[config.mk]
export PLATFORM = sky130hd
export DESIGN_NAME = ansi_cursor_tracker
export DESIGN_NICKNAME = d
export VERILOG_FILES = /design/src/design/act_pkg.sv /design/src/design/ansi_cursor_tracker.sv /design/src/design/act_front.sv /design/src/design/act_queue.sv /design/src/design/act_back.sv
export VERILOG_INCLUDE_DIRS = /design/src /design/src/design
export SDC_FILE = /design/constraint.sdc
export NUM_CORES = 1
export LEC_CHECK = 0
export ABC_AREA = 1
export BUFFER_PORTS_ARGS = -buffer_cell sky130_fd_sc_hd__buf_4
export CAP_MARGIN = 20
export CORE_MARGIN = 4
export CORE_UTILIZATION = 45
export DETAILED_ROUTE_END_ITERATION = 12
export PLACE_DENSITY = 0.6
export SYNTH_ARGS = -nofsm -noshare
export SYNTH_HDL_FRONTEND = slang
export SYNTH_HIERARCHICAL = 1
export SYNTH_SLANG_ARGS = --single-unit
[constraint.sdc]
create_clock -name clk -period 9.6 [get_ports clk]
set_input_delay 0.96 -clock clk [delete_from_list [all_inputs] [get_ports clk]]
set_output_delay 0.96 -clock clk [all_outputs]
set_load 0.03 [all_outputs]
[src/design/ansi_cursor_tracker_assert.svh]
// Assertion macros for the ANSI cursor tracker.
// Defining NO_ASSERTIONS turns every macro into an empty body.
`ifndef ANSI_CURSOR_TRACKER_ASSERT_SVH
`define ANSI_CURSOR_TRACKER_ASSERT_SVH
`ifndef NO_ASSERTIONS
// Same-cycle implication, disabled while in reset.
`define ACT_ASSERT_IMP(label, clk, rst_n, ante, cons, msg) \
	label: assert property (@(posedge clk) disable iff (!rst_n) (ante) |-> (cons)) \
		else $error(msg);
// Next-cycle implication, disabled while in reset.
`define ACT_ASSERT_NXT(label, clk, rst_n, ante, cons, msg) \
	label: assert property (@(posedge clk) disable iff (!rst_n) (ante) |=> (cons)) \
		else $error(msg);
`else
`define ACT_ASSERT_IMP(label, clk, rst_n, ante, cons, msg)
`define ACT_ASSERT_NXT(label, clk, rst_n, ante, cons, msg)
`endif
`endif

[src/design/act_pkg.sv]
// Shared constants, types and helpers of the ANSI cursor tracker.
// Used by act_front, act_queue, act_back and ansi_cursor_tracker; no dependencies.
`timescale 1ns / 1ps
`default_nettype none

package act_pkg;

	// Screen and parser sizing
	localparam int ROWS       = 25;
	localparam int COLS       = 80;
	localparam int MAX_PARAMS = 8;
	localparam int SEQ_BUF    = 64;

	// Field widths
	localparam int BYTE_W    = 8;
	localparam int ROW_W     = 5;
	localparam int COL_W     = 7;
	localparam int ATTR_W    = 8;
	localparam int MODE_W    = 2;
	localparam int SET_ROW_W = 6;
	localparam int SET_COL_W = 7;
	localparam int VAL_W     = 10;
	localparam int PCNT_W    = $clog2(MAX_PARAMS + 1);
	localparam int PIDX_W    = (MAX_PARAMS > 1) ? $clog2(MAX_PARAMS) : 1;
	localparam int SEQ_W     = $clog2(SEQ_BUF);

	// Command queue sizing
	localparam int QUEUE_DEPTH = 2;
	localparam int QPTR_W      = (QUEUE_DEPTH > 1) ? $clog2(QUEUE_DEPTH) : 1;
	localparam int QCNT_W      = $clog2(QUEUE_DEPTH + 1);

	// Tab stops every four columns
	localparam int TAB_STEP = 4;

	localparam logic [VAL_W-1:0]  VALUE_CAP   = 10'h3FF;
	localparam logic [ATTR_W-1:0] ATTR_RESET  = 8'h07;
	localparam logic [ATTR_W-1:0] ATTR_BRIGHT = 8'h08;

	// Parameter values of interest
	localparam logic [VAL_W-1:0] SGR_RESET = 10'd0;
	localparam logic [VAL_W-1:0] SGR_BOLD  = 10'd1;
	localparam logic [VAL_W-1:0] SGR_FG_LO = 10'd30;
	localparam logic [VAL_W-1:0] SGR_FG_HI = 10'd37;
	localparam logic [VAL_W-1:0] SGR_BG_LO = 10'd40;
	localparam logic [VAL_W-1:0] SGR_BG_HI = 10'd47;
	localparam logic [VAL_W-1:0] ED_ALL    = 10'd2;

	// Byte codes
	localparam logic [BYTE_W-1:0] CH_NUL    = 8'h00;
	localparam logic [BYTE_W-1:0] CH_BS     = 8'h08;
	localparam logic [BYTE_W-1:0] CH_TAB    = 8'h09;
	localparam logic [BYTE_W-1:0] CH_LF     = 8'h0A;
	localparam logic [BYTE_W-1:0] CH_CR     = 8'h0D;
	localparam logic [BYTE_W-1:0] CH_ESC    = 8'h1B;
	localparam logic [BYTE_W-1:0] CH_ZERO   = 8'h30;
	localparam logic [BYTE_W-1:0] CH_NINE   = 8'h39;
	localparam logic [BYTE_W-1:0] CH_SEMI   = 8'h3B;
	localparam logic [BYTE_W-1:0] CH_LBRACK = 8'h5B;
	localparam logic [BYTE_W-1:0] FINAL_LO  = 8'h40;
	localparam logic [BYTE_W-1:0] FINAL_HI  = 8'h7E;
	localparam logic [BYTE_W-1:0] CH_UP_A   = 8'h41;
	localparam logic [BYTE_W-1:0] CH_UP_B   = 8'h42;
	localparam logic [BYTE_W-1:0] CH_UP_C   = 8'h43;
	localparam logic [BYTE_W-1:0] CH_UP_D   = 8'h44;
	localparam logic [BYTE_W-1:0] CH_UP_H   = 8'h48;
	localparam logic [BYTE_W-1:0] CH_UP_J   = 8'h4A;
	localparam logic [BYTE_W-1:0] CH_LOW_F  = 8'h66;
	localparam logic [BYTE_W-1:0] CH_LOW_M  = 8'h6D;

	// Reported parser mode codes
	localparam logic [MODE_W-1:0] PMODE_NORMAL = 2'd0;
	localparam logic [MODE_W-1:0] PMODE_ESC    = 2'd1;
	localparam logic [MODE_W-1:0] PMODE_CSI    = 2'd2;

	typedef enum logic [2:0] {
		MODE_NORMAL = 3'b001,
		MODE_ESC    = 3'b010,
		MODE_CSI    = 3'b100
	} parse_mode_t;

	typedef enum logic [3:0] {
		CMD_NOP,
		CMD_SETPOS,
		CMD_LF,
		CMD_CR,
		CMD_TAB,
		CMD_BS,
		CMD_PRINT,
		CMD_CUU,
		CMD_CUD,
		CMD_CUF,
		CMD_CUB,
		CMD_CUP,
		CMD_ED,
		CMD_SGR
	} cmd_kind_t;

	typedef struct packed {
		logic             dflt;
		logic [VAL_W-1:0] val;
	} param_t;

	typedef struct packed {
		cmd_kind_t                   kind;
		logic [MODE_W-1:0]           mode;
		logic [ROW_W-1:0]            set_row;
		logic [COL_W-1:0]            set_col;
		logic [PCNT_W-1:0]           pcount;
		param_t [MAX_PARAMS-1:0]     params;
	} cmd_t;

	typedef struct packed {
		logic full;
		logic empty;
	} q_status_t;

	typedef struct packed {
		logic                 op;
		logic [BYTE_W-1:0]    byte_in;
		logic [SET_ROW_W-1:0] set_row;
		logic [SET_COL_W-1:0] set_col;
	} in_item_t;

	typedef struct packed {
		logic [ROW_W-1:0]  row;
		logic [COL_W-1:0]  col;
		logic [ATTR_W-1:0] attribute;
		logic [MODE_W-1:0] parser_mode;
	} out_item_t;

	// Map the one-hot parser state to its reported code
	function automatic logic [MODE_W-1:0] mode_code(parse_mode_t m);
		logic [MODE_W-1:0] c;
		case (m)
			MODE_ESC: c = PMODE_ESC;
			MODE_CSI: c = PMODE_CSI;
			default:  c = PMODE_NORMAL;
		endcase
		return c;
	endfunction

endpackage

`default_nettype wire

[src/design/ansi_cursor_tracker.sv]
// ANSI cursor tracker top level: parser front end, command queue, cursor back end.
// Depends on act_pkg, act_front, act_queue, act_back and the assertion header.
//
// Usage:
//   item (op, byte_in, set_row, set_col) enters on item_valid/item_ready;
//   one result (row, col, attribute, parser_mode) leaves per request on
//   result_valid/result_ready, in request order.
//   Path: an accepted request is stored in the queue, and its result is
//   then written into the result register once the command is at the queue
//   head and the result register is free.
//   Throughput: one request per cycle while item_ready is high. An SGR final
//   byte with N parameters (at most MAX_PARAMS = 8) holds the back end while
//   the attribute is folded one parameter a cycle.
//   Reset: cursor at 0,0, attribute 0x07, parser in normal mode, queue and
//   result register empty. No clearing pass is needed.
//   Stall: the result register holds until taken; the two-entry queue then
//   fills and item_ready drops until the receiver takes the result.
`timescale 1ns / 1ps
`default_nettype none
`include "ansi_cursor_tracker_assert.svh"

module ansi_cursor_tracker import act_pkg::*; (
	input  logic      clk,
	input  logic      arst_n,
	input  logic      item_valid,
	output logic      item_ready,
	input  in_item_t  item,
	output logic      result_valid,
	input  logic      result_ready,
	output out_item_t result
);

	logic      push;
	logic      pop;
	cmd_t      cmd;
	cmd_t      head;
	q_status_t q_status;
	logic      result_in_range;

	act_front u_front (
		.clk        (clk),
		.arst_n     (arst_n),
		.item_valid (item_valid),
		.item_ready (item_ready),
		.item       (item),
		.q_status   (q_status),
		.push       (push),
		.cmd        (cmd)
	);

	act_queue u_queue (
		.clk      (clk),
		.arst_n   (arst_n),
		.push     (push),
		.push_cmd (cmd),
		.pop      (pop),
		.head     (head),
		.q_status (q_status)
	);

	act_back u_back (
		.clk          (clk),
		.arst_n       (arst_n),
		.head         (head),
		.q_status     (q_status),
		.pop          (pop),
		.result_valid (result_valid),
		.result_ready (result_ready),
		.result       (result)
	);

	// Flag a result that lies on the screen with a known parser mode
	assign result_in_range = (result.row <= ROW_W'(ROWS - 1))
		&& (result.col <= COL_W'(COLS - 1))
		&& (result.parser_mode <= PMODE_CSI);

	// Check queue discipline and result ranges
	`ACT_ASSERT_IMP(a_no_push_full, clk, arst_n, q_status.full, !push, "push into full queue")
	`ACT_ASSERT_IMP(a_no_pop_empty, clk, arst_n, q_status.empty, !pop, "pop from empty queue")
	`ACT_ASSERT_NXT(a_pop_gives_result, clk, arst_n, pop, result_valid, "pop left no result")
	`ACT_ASSERT_IMP(a_result_range, clk, arst_n, result_valid, result_in_range, "result out of range")

endmodule

`default_nettype wire

[src/design/act_front.sv]
// Front end: accepts requests, runs the escape sequence parser and
// pushes one classified command per request. Depends on act_pkg.
`timescale 1ns / 1ps
`default_nettype none

module act_front import act_pkg::*; (
	input  logic      clk,
	input  logic      arst_n,
	input  logic      item_valid,
	output logic      item_ready,
	input  in_item_t  item,
	input  q_status_t q_status,
	output logic      push,
	output cmd_t      cmd
);

	parse_mode_t       mode_q, mode_d;
	logic [PCNT_W-1:0] pcount_q, pcount_d;
	logic [VAL_W-1:0]  accum_q, accum_d;
	logic              digit_q, digit_d;
	logic              bad_q, bad_d;
	logic [SEQ_W-1:0]  seq_q, seq_d;
	logic [VAL_W-1:0]  vals_q [MAX_PARAMS];

	logic              val_we;
	logic [PIDX_W-1:0] val_widx;
	logic              pend;
	logic              is_digit;
	logic              is_final;
	logic [VAL_W+3:0]  prod;
	param_t [MAX_PARAMS-1:0] fin_params;
	logic [PCNT_W-1:0] fin_n;

	// Take a request whenever the queue has room
	assign item_ready = !q_status.full;
	assign push       = item_valid && item_ready;
	assign val_widx   = pcount_q[PIDX_W-1:0];

	// Build the parameter list as a final byte would see it
	always_comb begin
		pend = !bad_q && digit_q && (pcount_q < PCNT_W'(MAX_PARAMS));
		for (int i = 0; i < MAX_PARAMS; i++) begin
			if (PCNT_W'(i) < pcount_q) begin
				fin_params[i] = '{dflt: 1'b0, val: vals_q[i]};
			end else if (pend && (PCNT_W'(i) == pcount_q)) begin
				fin_params[i] = '{dflt: 1'b0, val: accum_q};
			end else begin
				fin_params[i] = '{dflt: 1'b1, val: '0};
			end
		end
		fin_n = bad_q ? PCNT_W'(MAX_PARAMS) : pcount_q + PCNT_W'(pend);
	end

	// Classify the byte and advance the parser
	always_comb begin
		is_digit = (item.byte_in >= CH_ZERO) && (item.byte_in <= CH_NINE);
		is_final = (item.byte_in >= FINAL_LO) && (item.byte_in <= FINAL_HI);
		prod     = (VAL_W+4)'(accum_q) * (VAL_W+4)'(10)
			+ (VAL_W+4)'(item.byte_in - CH_ZERO);

		mode_d   = mode_q;
		pcount_d = pcount_q;
		accum_d  = accum_q;
		digit_d  = digit_q;
		bad_d    = bad_q;
		seq_d    = seq_q;
		val_we   = 1'b0;
		cmd.kind = CMD_NOP;

		if (item.op) begin
			cmd.kind = CMD_SETPOS;
		end else if (item.byte_in != CH_NUL) begin
			case (mode_q)
				MODE_ESC: begin
					if (item.byte_in == CH_LBRACK) begin
						mode_d   = MODE_CSI;
						pcount_d = '0;
						accum_d  = '0;
						digit_d  = 1'b0;
						bad_d    = 1'b0;
						seq_d    = '0;
					end else begin
						mode_d = MODE_NORMAL;
					end
				end
				MODE_CSI: begin
					if (is_final) begin
						case (item.byte_in)
							CH_UP_A:           cmd.kind = CMD_CUU;
							CH_UP_B:           cmd.kind = CMD_CUD;
							CH_UP_C:           cmd.kind = CMD_CUF;
							CH_UP_D:           cmd.kind = CMD_CUB;
							CH_UP_H, CH_LOW_F: cmd.kind = CMD_CUP;
							CH_UP_J:           cmd.kind = CMD_ED;
							CH_LOW_M:          cmd.kind = CMD_SGR;
							default:           cmd.kind = CMD_NOP;
						endcase
						mode_d   = MODE_NORMAL;
						pcount_d = '0;
						accum_d  = '0;
						digit_d  = 1'b0;
						bad_d    = 1'b0;
						seq_d    = '0;
					end else if (seq_q < SEQ_W'(SEQ_BUF - 1)) begin
						seq_d = seq_q + SEQ_W'(1);
						// Fold the byte into the parameter list
						if (!bad_q && (pcount_q < PCNT_W'(MAX_PARAMS))) begin
							if (is_digit) begin
								accum_d = (prod > (VAL_W+4)'(VALUE_CAP)) ?
									VALUE_CAP : prod[VAL_W-1:0];
								digit_d = 1'b1;
							end else begin
								if (digit_q) begin
									val_we   = 1'b1;
									pcount_d = pcount_q + PCNT_W'(1);
									accum_d  = '0;
									digit_d  = 1'b0;
								end
								if (item.byte_in != CH_SEMI) begin
									bad_d = 1'b1;
								end
							end
						end
					end else begin
						// Drop an overlong sequence
						mode_d   = MODE_NORMAL;
						pcount_d = '0;
						accum_d  = '0;
						digit_d  = 1'b0;
						bad_d    = 1'b0;
						seq_d    = '0;
					end
				end
				default: begin
					case (item.byte_in)
						CH_ESC: begin
							mode_d   = MODE_ESC;
							pcount_d = '0;
							accum_d  = '0;
							digit_d  = 1'b0;
							bad_d    = 1'b0;
							seq_d    = '0;
						end
						CH_LF:   cmd.kind = CMD_LF;
						CH_CR:   cmd.kind = CMD_CR;
						CH_TAB:  cmd.kind = CMD_TAB;
						CH_BS:   cmd.kind = CMD_BS;
						default: cmd.kind = CMD_PRINT;
					endcase
				end
			endcase
		end

		cmd.mode    = mode_code(mode_d);
		cmd.set_row = (item.set_row > SET_ROW_W'(ROWS - 1)) ?
			ROW_W'(ROWS - 1) : item.set_row[ROW_W-1:0];
		cmd.set_col = (item.set_col > SET_COL_W'(COLS - 1)) ?
			COL_W'(COLS - 1) : item.set_col[COL_W-1:0];
		cmd.pcount  = fin_n;
		cmd.params  = fin_params;
	end

	// Parser control state
	always_ff @(posedge clk or negedge arst_n) begin
		if (!arst_n) begin
			mode_q   <= MODE_NORMAL;
			pcount_q <= '0;
			accum_q  <= '0;
			digit_q  <= 1'b0;
			bad_q    <= 1'b0;
			seq_q    <= '0;
		end else if (push) begin
			mode_q   <= mode_d;
			pcount_q <= pcount_d;
			accum_q  <= accum_d;
			digit_q  <= digit_d;
			bad_q    <= bad_d;
			seq_q    <= seq_d;
		end
	end

	// Store a closed parameter
	always_ff @(posedge clk) begin
		if (push && val_we) begin
			vals_q[val_widx] <= accum_q;
		end
	end

endmodule

`default_nettype wire

[src/design/act_queue.sv]
// Short command queue between the parser front end and the cursor back end.
// Depends on act_pkg.
`timescale 1ns / 1ps
`default_nettype none

module act_queue import act_pkg::*; (
	input  logic      clk,
	input  logic      arst_n,
	input  logic      push,
	input  cmd_t      push_cmd,
	input  logic      pop,
	output cmd_t      head,
	output q_status_t q_status
);

	cmd_t              entry_q [QUEUE_DEPTH];
	logic [QPTR_W-1:0] wr_ptr_q;
	logic [QPTR_W-1:0] rd_ptr_q;
	logic [QCNT_W-1:0] count_q;

	assign head           = entry_q[rd_ptr_q];
	assign q_status.full  = (count_q == QCNT_W'(QUEUE_DEPTH));
	assign q_status.empty = (count_q == '0);

	// Advance pointers and fill count
	always_ff @(posedge clk or negedge arst_n) begin
		if (!arst_n) begin
			wr_ptr_q <= '0;
			rd_ptr_q <= '0;
			count_q  <= '0;
		end else begin
			if (push) begin
				wr_ptr_q <= (wr_ptr_q == QPTR_W'(QUEUE_DEPTH - 1)) ?
					'0 : wr_ptr_q + QPTR_W'(1);
			end
			if (pop) begin
				rd_ptr_q <= (rd_ptr_q == QPTR_W'(QUEUE_DEPTH - 1)) ?
					'0 : rd_ptr_q + QPTR_W'(1);
			end
			if (push && !pop) begin
				count_q <= count_q + QCNT_W'(1);
			end else if (pop && !push) begin
				count_q <= count_q - QCNT_W'(1);
			end
		end
	end

	// Hold entries
	always_ff @(posedge clk) begin
		if (push) begin
			entry_q[wr_ptr_q] <= push_cmd;
		end
	end

endmodule

`default_nettype wire

[src/design/act_back.sv]
// Back end: carries out queued commands on the cursor and attribute and
// holds the result register. Depends on act_pkg.
`timescale 1ns / 1ps
`default_nettype none

module act_back import act_pkg::*; (
	input  logic      clk,
	input  logic      arst_n,
	input  cmd_t      head,
	input  q_status_t q_status,
	output logic      pop,
	output logic      result_valid,
	input  logic      result_ready,
	output out_item_t result
);

	logic [ROW_W-1:0]  row_q, nrow;
	logic [COL_W-1:0]  col_q, ncol;
	logic [ATTR_W-1:0] attr_q, nattr;
	logic [PIDX_W-1:0] idx_q;
	out_item_t         out_q;
	logic              out_valid_q;

	logic              head_valid;
	logic              out_free;
	logic              step_last;
	logic              advance;
	logic [ROW_W-1:0]  row_inc;
	logic [COL_W:0]    tab_c;
	logic [VAL_W-1:0]  cnt0, cnt1, a0, a1;
	logic [VAL_W:0]    sum_r, sum_c;
	param_t            sel;
	logic [VAL_W-1:0]  pv, sub30, sub40;

	assign head_valid   = !q_status.empty;
	assign out_free     = !out_valid_q || result_ready;
	assign advance      = head_valid && (!step_last || out_free);
	assign pop          = head_valid && step_last && out_free;
	assign result_valid = out_valid_q;
	assign result       = out_q;

	// Work out the next cursor and attribute for the head command
	always_comb begin
		cnt0 = (!head.params[0].dflt && (head.params[0].val != '0)) ?
			head.params[0].val : VAL_W'(1);
		cnt1 = (!head.params[1].dflt && (head.params[1].val != '0)) ?
			head.params[1].val : VAL_W'(1);
		a0      = cnt0 - VAL_W'(1);
		a1      = cnt1 - VAL_W'(1);
		sum_r   = (VAL_W+1)'(cnt0) + (VAL_W+1)'(row_q);
		sum_c   = (VAL_W+1)'(cnt0) + (VAL_W+1)'(col_q);
		row_inc = (row_q < ROW_W'(ROWS - 1)) ? row_q + ROW_W'(1) : row_q;
		tab_c   = {1'b0, col_q & ~COL_W'(TAB_STEP - 1)} + (COL_W+1)'(TAB_STEP);
		sel     = head.params[idx_q];
		pv      = sel.dflt ? '0 : sel.val;
		sub30   = pv - SGR_FG_LO;
		sub40   = pv - SGR_BG_LO;

		nrow      = row_q;
		ncol      = col_q;
		nattr     = attr_q;
		step_last = 1'b1;

		case (head.kind)
			CMD_SETPOS: begin
				nrow = head.set_row;
				ncol = head.set_col;
			end
			CMD_LF: begin
				ncol = '0;
				nrow = row_inc;
			end
			CMD_CR: begin
				ncol = '0;
			end
			CMD_TAB: begin
				if (tab_c >= (COL_W+1)'(COLS)) begin
					ncol = COL_W'(tab_c - (COL_W+1)'(COLS));
					nrow = row_inc;
				end else begin
					ncol = tab_c[COL_W-1:0];
				end
			end
			CMD_BS: begin
				if (col_q != '0) begin
					ncol = col_q - COL_W'(1);
				end else if (row_q != '0) begin
					nrow = row_q - ROW_W'(1);
					ncol = COL_W'(COLS - 1);
				end
			end
			CMD_PRINT: begin
				if (col_q >= COL_W'(COLS - 1)) begin
					ncol = '0;
					nrow = row_inc;
				end else begin
					ncol = col_q + COL_W'(1);
				end
			end
			CMD_CUU: begin
				nrow = (cnt0 > VAL_W'(row_q)) ? '0 : ROW_W'(VAL_W'(row_q) - cnt0);
			end
			CMD_CUD: begin
				nrow = (sum_r > (VAL_W+1)'(ROWS - 1)) ? ROW_W'(ROWS - 1) : ROW_W'(sum_r);
			end
			CMD_CUF: begin
				ncol = (sum_c > (VAL_W+1)'(COLS - 1)) ? COL_W'(COLS - 1) : COL_W'(sum_c);
			end
			CMD_CUB: begin
				ncol = (cnt0 > VAL_W'(col_q)) ? '0 : COL_W'(VAL_W'(col_q) - cnt0);
			end
			CMD_CUP: begin
				nrow = (a0 > VAL_W'(ROWS - 1)) ? ROW_W'(ROWS - 1) : ROW_W'(a0);
				ncol = (a1 > VAL_W'(COLS - 1)) ? COL_W'(COLS - 1) : COL_W'(a1);
			end
			CMD_ED: begin
				if (!head.params[0].dflt && (head.params[0].val == ED_ALL)) begin
					nrow = '0;
					ncol = '0;
				end
			end
			CMD_SGR: begin
				// Walk one parameter a cycle; an empty list resets the attribute
				if (head.pcount == '0) begin
					nattr = ATTR_RESET;
				end else begin
					step_last = (PCNT_W'(idx_q) + PCNT_W'(1) == head.pcount);
					if (pv == SGR_RESET) begin
						nattr = ATTR_RESET;
					end else if (pv == SGR_BOLD) begin
						nattr = attr_q | ATTR_BRIGHT;
					end else if ((pv >= SGR_FG_LO) && (pv <= SGR_FG_HI)) begin
						nattr = {attr_q[7:3], sub30[2:0]};
					end else if ((pv >= SGR_BG_LO) && (pv <= SGR_BG_HI)) begin
						nattr = {1'b0, sub40[2:0], attr_q[3:0]};
					end
				end
			end
			default: begin
			end
		endcase
	end

	// Cursor, attribute and parameter walk state
	always_ff @(posedge clk or negedge arst_n) begin
		if (!arst_n) begin
			row_q  <= '0;
			col_q  <= '0;
			attr_q <= ATTR_RESET;
			idx_q  <= '0;
		end else if (advance) begin
			row_q  <= nrow;
			col_q  <= ncol;
			attr_q <= nattr;
			idx_q  <= pop ? '0 : idx_q + PIDX_W'(1);
		end
	end

	// Result valid flag
	always_ff @(posedge clk or negedge arst_n) begin
		if (!arst_n) begin
			out_valid_q <= 1'b0;
		end else if (pop) begin
			out_valid_q <= 1'b1;
		end else if (result_ready) begin
			out_valid_q <= 1'b0;
		end
	end

	// Result payload
	always_ff @(posedge clk) begin
		if (pop) begin
			out_q <= '{row: nrow, col: ncol, attribute: nattr, parser_mode: head.mode};
		end
	end

endmodule

`default_nettype wire
Word-level counts from Yosys, hierarchy flattened
Memory sizes are Yosys's and may differ from the RTL's.
Cells that the tools add are included.
{ "word_totals": {"output_inout_bits": 24, "mem_count": 2, "inputBits": 26, "elab_cells": 301, "register_bits": 75, "ramBits": 300} }
{ "memory_table": {"columns": ["memory", "words", "width", "read_ports", "rd_ports_with_merged_regs", "wr", "line", "source"], "rows": [
  ["u_queue.entry_q", 2, 110, 1, 0, 1, "act_queue.sv:16", "cmd_t entry_q [QUEUE_DEPTH];"],
  ["u_front.vals_q", 8, 10, 8, 0, 1, "act_front.sv:23", "logic [VAL_W-1:0] vals_q [MAX_PARAMS];"]
]} }
{ "op_classes": {"n_lt_le_gt_ge": 31, "addsub": 25, "bitwise_logic": 1, "reduce_logical": 55, "muxes": 119, "mul": 1, "n_eq_ne": 49} }
{ "op_table": {"columns": ["op", "count"], "rows": [
  ["$mux 11", 17],
  ["$mux 10", 11],
  ["$eq 8x7->1 const B", 9],
  ["$mux 7", 9],
  ["$pmux 7 s9", 1],
  ["$mux 5", 10],
  ["$mux 8", 6],
  ["$pmux 5 s9", 1],
  ["$mux 4", 11],
  ["$bmux 11 s3", 1],
  ["$eq 8x4->1 const B", 4],
  ["$mux 1", 29],
  ["$pmux 4 s7", 1],
  ["$logic_and 1x1->1", 25],
  ["$eq 4x4->1 const B", 6],
  ["$mux 6", 4],
  ["$mux 3", 7],
  ["$le 10x6->1 const B", 2],
  ["$pmux 10 s2", 1],
  ["$reduce_bool 10->1", 2],
  ["$sub 10x1->10 const B", 2],
  ["$eq 3x4->1 const A", 4],
  ["$eq 4x3->1 const B", 4],
  ["$ge 8x7->1 const B", 2],
  ["85 further kinds", 112]
]} }

Longest topological paths before layout
{ "depth": {"ltp_word": 12, "depth_mapped": 28, "mapped_depth_nobuf": 25} }

By module
The synthesis kept the hierarchy.
{ "by_module_without_submodules": {"columns": ["mod", "seq_area_each_um2", "n_inst", "area_per_inst_um2", "cells_per_inst"], "rows": [
  ["act_queue", 6706.4, 1, 8174.1, 367],
  ["act_back", 1265.0, 1, 6741.5, 1112],
  ["act_front", 3029.2, 1, 6677.7, 827]
]} }

Worst setup path after synthesis
Ideal clock, no wire load.
{ "synth_timing": {"kind": "input -> register", "startpoint": "input port item_valid", "endpoint": "memory u_queue/entry_q[0][0] in the netlist's numbering (enable)", "required_time_ns": 9.018, "path_slack_ns": 3.121, "n_path_buf": 0, "setup_time_ns": 0.582, "arrival_ns": 5.897, "cell_stages": 4, "cell_sequence": "nand2_1 inv_1 inv_1 nor2_1"} }
{ "synth_via": {"elab_chain_cells": 3} }
{ "synth_lines": {"columns": ["element", "line", "source"], "rows": [
  ["start, declared", "ansi_cursor_tracker.sv:25", "input logic item_valid,"],
  ["$logic_and 1x1->1", "act_front.sv:36", "assign push = item_valid && item_ready;"],
  ["named net push", "ansi_cursor_tracker.sv:33", "logic push;"],
  ["$mux 1", "act_queue.sv:50", "if (push) begin"],
  ["$mux 1 (not written as such)", "act_queue.sv:51", "entry_q[wr_ptr_q] <= push_cmd;"],
  ["end, declared", "act_queue.sv:16", null]
]} }
The timed path passes the listed nets, and every way through them passes these cells.

==> impl_metrics.ini <==
[synthesis]
synthTopCellsByCount = 564 x nand2_1, 322 x edfxtp_1, 246 x inv_1, 198 x nor2_1, 171 x nand3_1
ys_types = 58
ys_seq_area_frac = 0.509
syn-num-nets = 2431
synth_area_leaders = edfxtp_1 45%, nand2_1 9.8%, mux2_2 5.7%
synth_area_leader_cell = edfxtp_1
avgSynthCellArea_um2 = 9.36
synthArstFlopShare = 0.141
synth_area_um2 = 21600
synth_edf_count = 322
ys_ff_latch = 375
syn_inst = 2306
yosysWarnings = 6
yosysMostFrequentCell = nand2_1
ys.flop_type = edfxtp_1
synth_top_area_frac = 0.448

[power]
power_density_nw_per_um2 = 280
p_leak_nw = 9.97
ir_drop_v = 0.000129

[cts]
ctsHoldBuffers = 0
cts_buffers = 41
clk_latency_ps = 570
htree_levels = 2
post_cts_buffers = 0
clock_sinks = 375
cts_tree = yes
clkTransAtPathRegs_ps = 60
cts-resized-gates = 0
root_buffer = clkbuf_16
clk_path_buf_depth = 3

[global_route]
grt_pass1_wl_um = 90400
grt_usage = 0.226
antenna_found_initial = 0
grt_pass1_vias = 15900
grt_max_degree = 68
grt-ovfl-total = 0

[sta]
fin_skew_ps = 12.9
finalSetupViolCount = 0
layout_min_cycle_time_ps = 4720
max_freq_ghz = 0.212
slew-limit-headroom = 0.246
rsz0062_at_grt = false
worst_pin_slew_ps = 1130
setup_tns_ps = 0
setup_slack_ps = 4880
drv_slew = 0
min_period_over_period = 0.491
hold_viol_final = 0

[worst_setup_path]
crit_path_frequent_cell = nand3_1
max_stage_delay_ps = 870
cpLargestDelayFamily = simple AND/OR/NAND/NOR gates
cp-end-kind = flip-flop
path_max_fanout = 47
crit_chain = mux2_2 > nor2_2 > nand3_1 > inv_2 > nand2_8 > nand2_4 > nor2_1 > inv_1 > ha_1 > nor2_1 > nand2_1 > nand3_1 > nand2_1 > nand3_1 > a21oi_1 > nand2_1 > nor2_4 > nand3_1 > a21oi_1 > nand3_1
cp-start-kind = flip-flop
criticalPathCategory = flip-flop to flip-flop
crit_buf_inv = 2
worstPathArrival_ps = 5010
crit_slowest_cell = dfrtp_4
cp.required_ps = 9900

[floorplanning]
die_y_um = 227
initial_utilization = 0.454
dieWidth_um = 227
rows = 80
coreArea_um2 = 47500
fp.dieArea_um2 = 51600
io_pins = 50

[job]
cap_viol_max_count = 0

[detailed_routing]
vias_per_cell = 5.45
remaining_drc_errors = 0
dr.first_iter.drc_count = 1363
ant_nets = 0
drt-pass1-iter-count = 6
via_count = 16400
routedWlPerCell_um = 19.5
drt-total-wl_um = 58600

[finish]
drive_above_1_share = 0.134
antenna_cells = 0
final_nets = 2480
area_growth_pct = 10.0
nFillCells = 4325

[outcome]
status = finished clean

[placement]
place_ws_ps = 4930
hpwl_um = 41800
io_buffers = 49
gp_congestion = 0.900

[worst_hold_path]
hold_class = input pin to async pin
-- layer usage --
metal	GRT usage	vias up	part of all wire
li1	-	7941	-
met1	0.306	7844	0.44
met2	0.387	491	0.49
met3	0.0254	81	0.050
met4	0.0648	0	0.022
met5	0	-	0
-- area by class of cell --
class	count	area (um^2)	share of cell area
clock buffer	51	1100	0.0465
clock inverter	21	190	0.00801
inverter	262	988	0.0416
multi-input combinational	1613	9230	0.389
sequential	375	11000	0.463
tap	615	769	0.0324
timing repair buffer	62	465	0.0196
-- power breakdown --
part / switching (mW) / internal (mW)
Sequential: 0.210 / 2.17
Clock: 0.639 / 0.875
Combinational: 1.84 / 0.911
-- stage by stage --
stage               utilization  std cells  hold WS (ps)  total power, mW  area (um^2)
detailed placement        0.472       2927           446             5.14        22500
CTS                       0.500       2999           459             6.68        23800
floorplan                     -       2306           430             4.41        21600
global placement          0.472       2927           443             5.13        22500
finish                    0.500       2999           444             6.64        23800
global route              0.500       2999           480             7.07        23800
-- flip-flops by register name, summed over array words and instances, names as in the netlist --
signal and flops:
u_front/mode_q 3, u_back/attr_q 8, u_back/idx_q 3, u_back/row_q 5
u_back/col_q 7, u_front/pcount_q 4, u_queue/wr_ptr_q 1, u_back/result_valid 1
u_front/vals_q 80, u_front/digit_q 1, u_queue/rd_ptr_q 1, u_front/seq_q 6
u_front/accum_q 10, u_front/bad_q 1, u_queue/count_q 2, u_back/result 22
u_queue/entry_q 220
-- placed cells by master, fill, tap and decap left out, drive strengths merged, types with 2 or more instances in the layout --
| cell | n |
|---|---|
| a31oi | 8 |
| nor2 | 225 |
| o21bai | 8 |
| clkbuf | 51 |
| clkinv | 17 |
| o22ai | 3 |
| edfxtp | 322 |
| nor3b | 2 |
| mux2 | 110 |
| a21boi | 4 |
| xor2 | 27 |
| nor3 | 18 |
| o21ai | 165 |
| nand3 | 181 |
| nand3b | 12 |
| nand4 | 47 |
| dfstp | 4 |
| a21oi | 72 |
| buf | 62 |
| o211ai | 16 |
| a211oi | 4 |
| inv | 263 |
| nand2 | 578 |
| bufinv | 2 |
| dfrtp | 49 |
| or2 | 3 |
| nor4 | 3 |
| and3 | 4 |
| fa | 6 |
| ha | 93 |
| xnor2 | 14 |
| and2 | 3 |
-- cell families (layout without fill, tap and decap cells) --
family                     Yosys count  after routing  share of synthesized area
AOI/OAI and AO/OA                  287            287                     0.0735
muxes                              110            110                     0.0574
buffers and inverters              318            396                     0.0635
and+or+nand+nor                   1076           1076                      0.220
DFF                                375            375                      0.509
adders and majority gates           99             99                     0.0595
xor gates and xnor gates            41             41                     0.0166
-- worst paths after layout --
kind | from | end | slack (ps) | cells past startpoint
worst max-delay path | u_queue/rd_ptr_q | u_back/result[10] | 4880 | 20
worst min-delay path | arst_n | u_back/col_q[6] | 440 | 1
worst max register to register | u_queue/rd_ptr_q | u_back/result[10] | 4880 | 20
worst min register to register | u_back/attr_q[7] | u_back/attr_q[7] | 460 | 2
max in group asynchronous | arst_n | u_queue/rd_ptr_q | 8520 | 1
min in group clk | u_back/attr_q[7] | u_back/attr_q[7] | 460 | 2
Power figures use the tool's default switching activity.
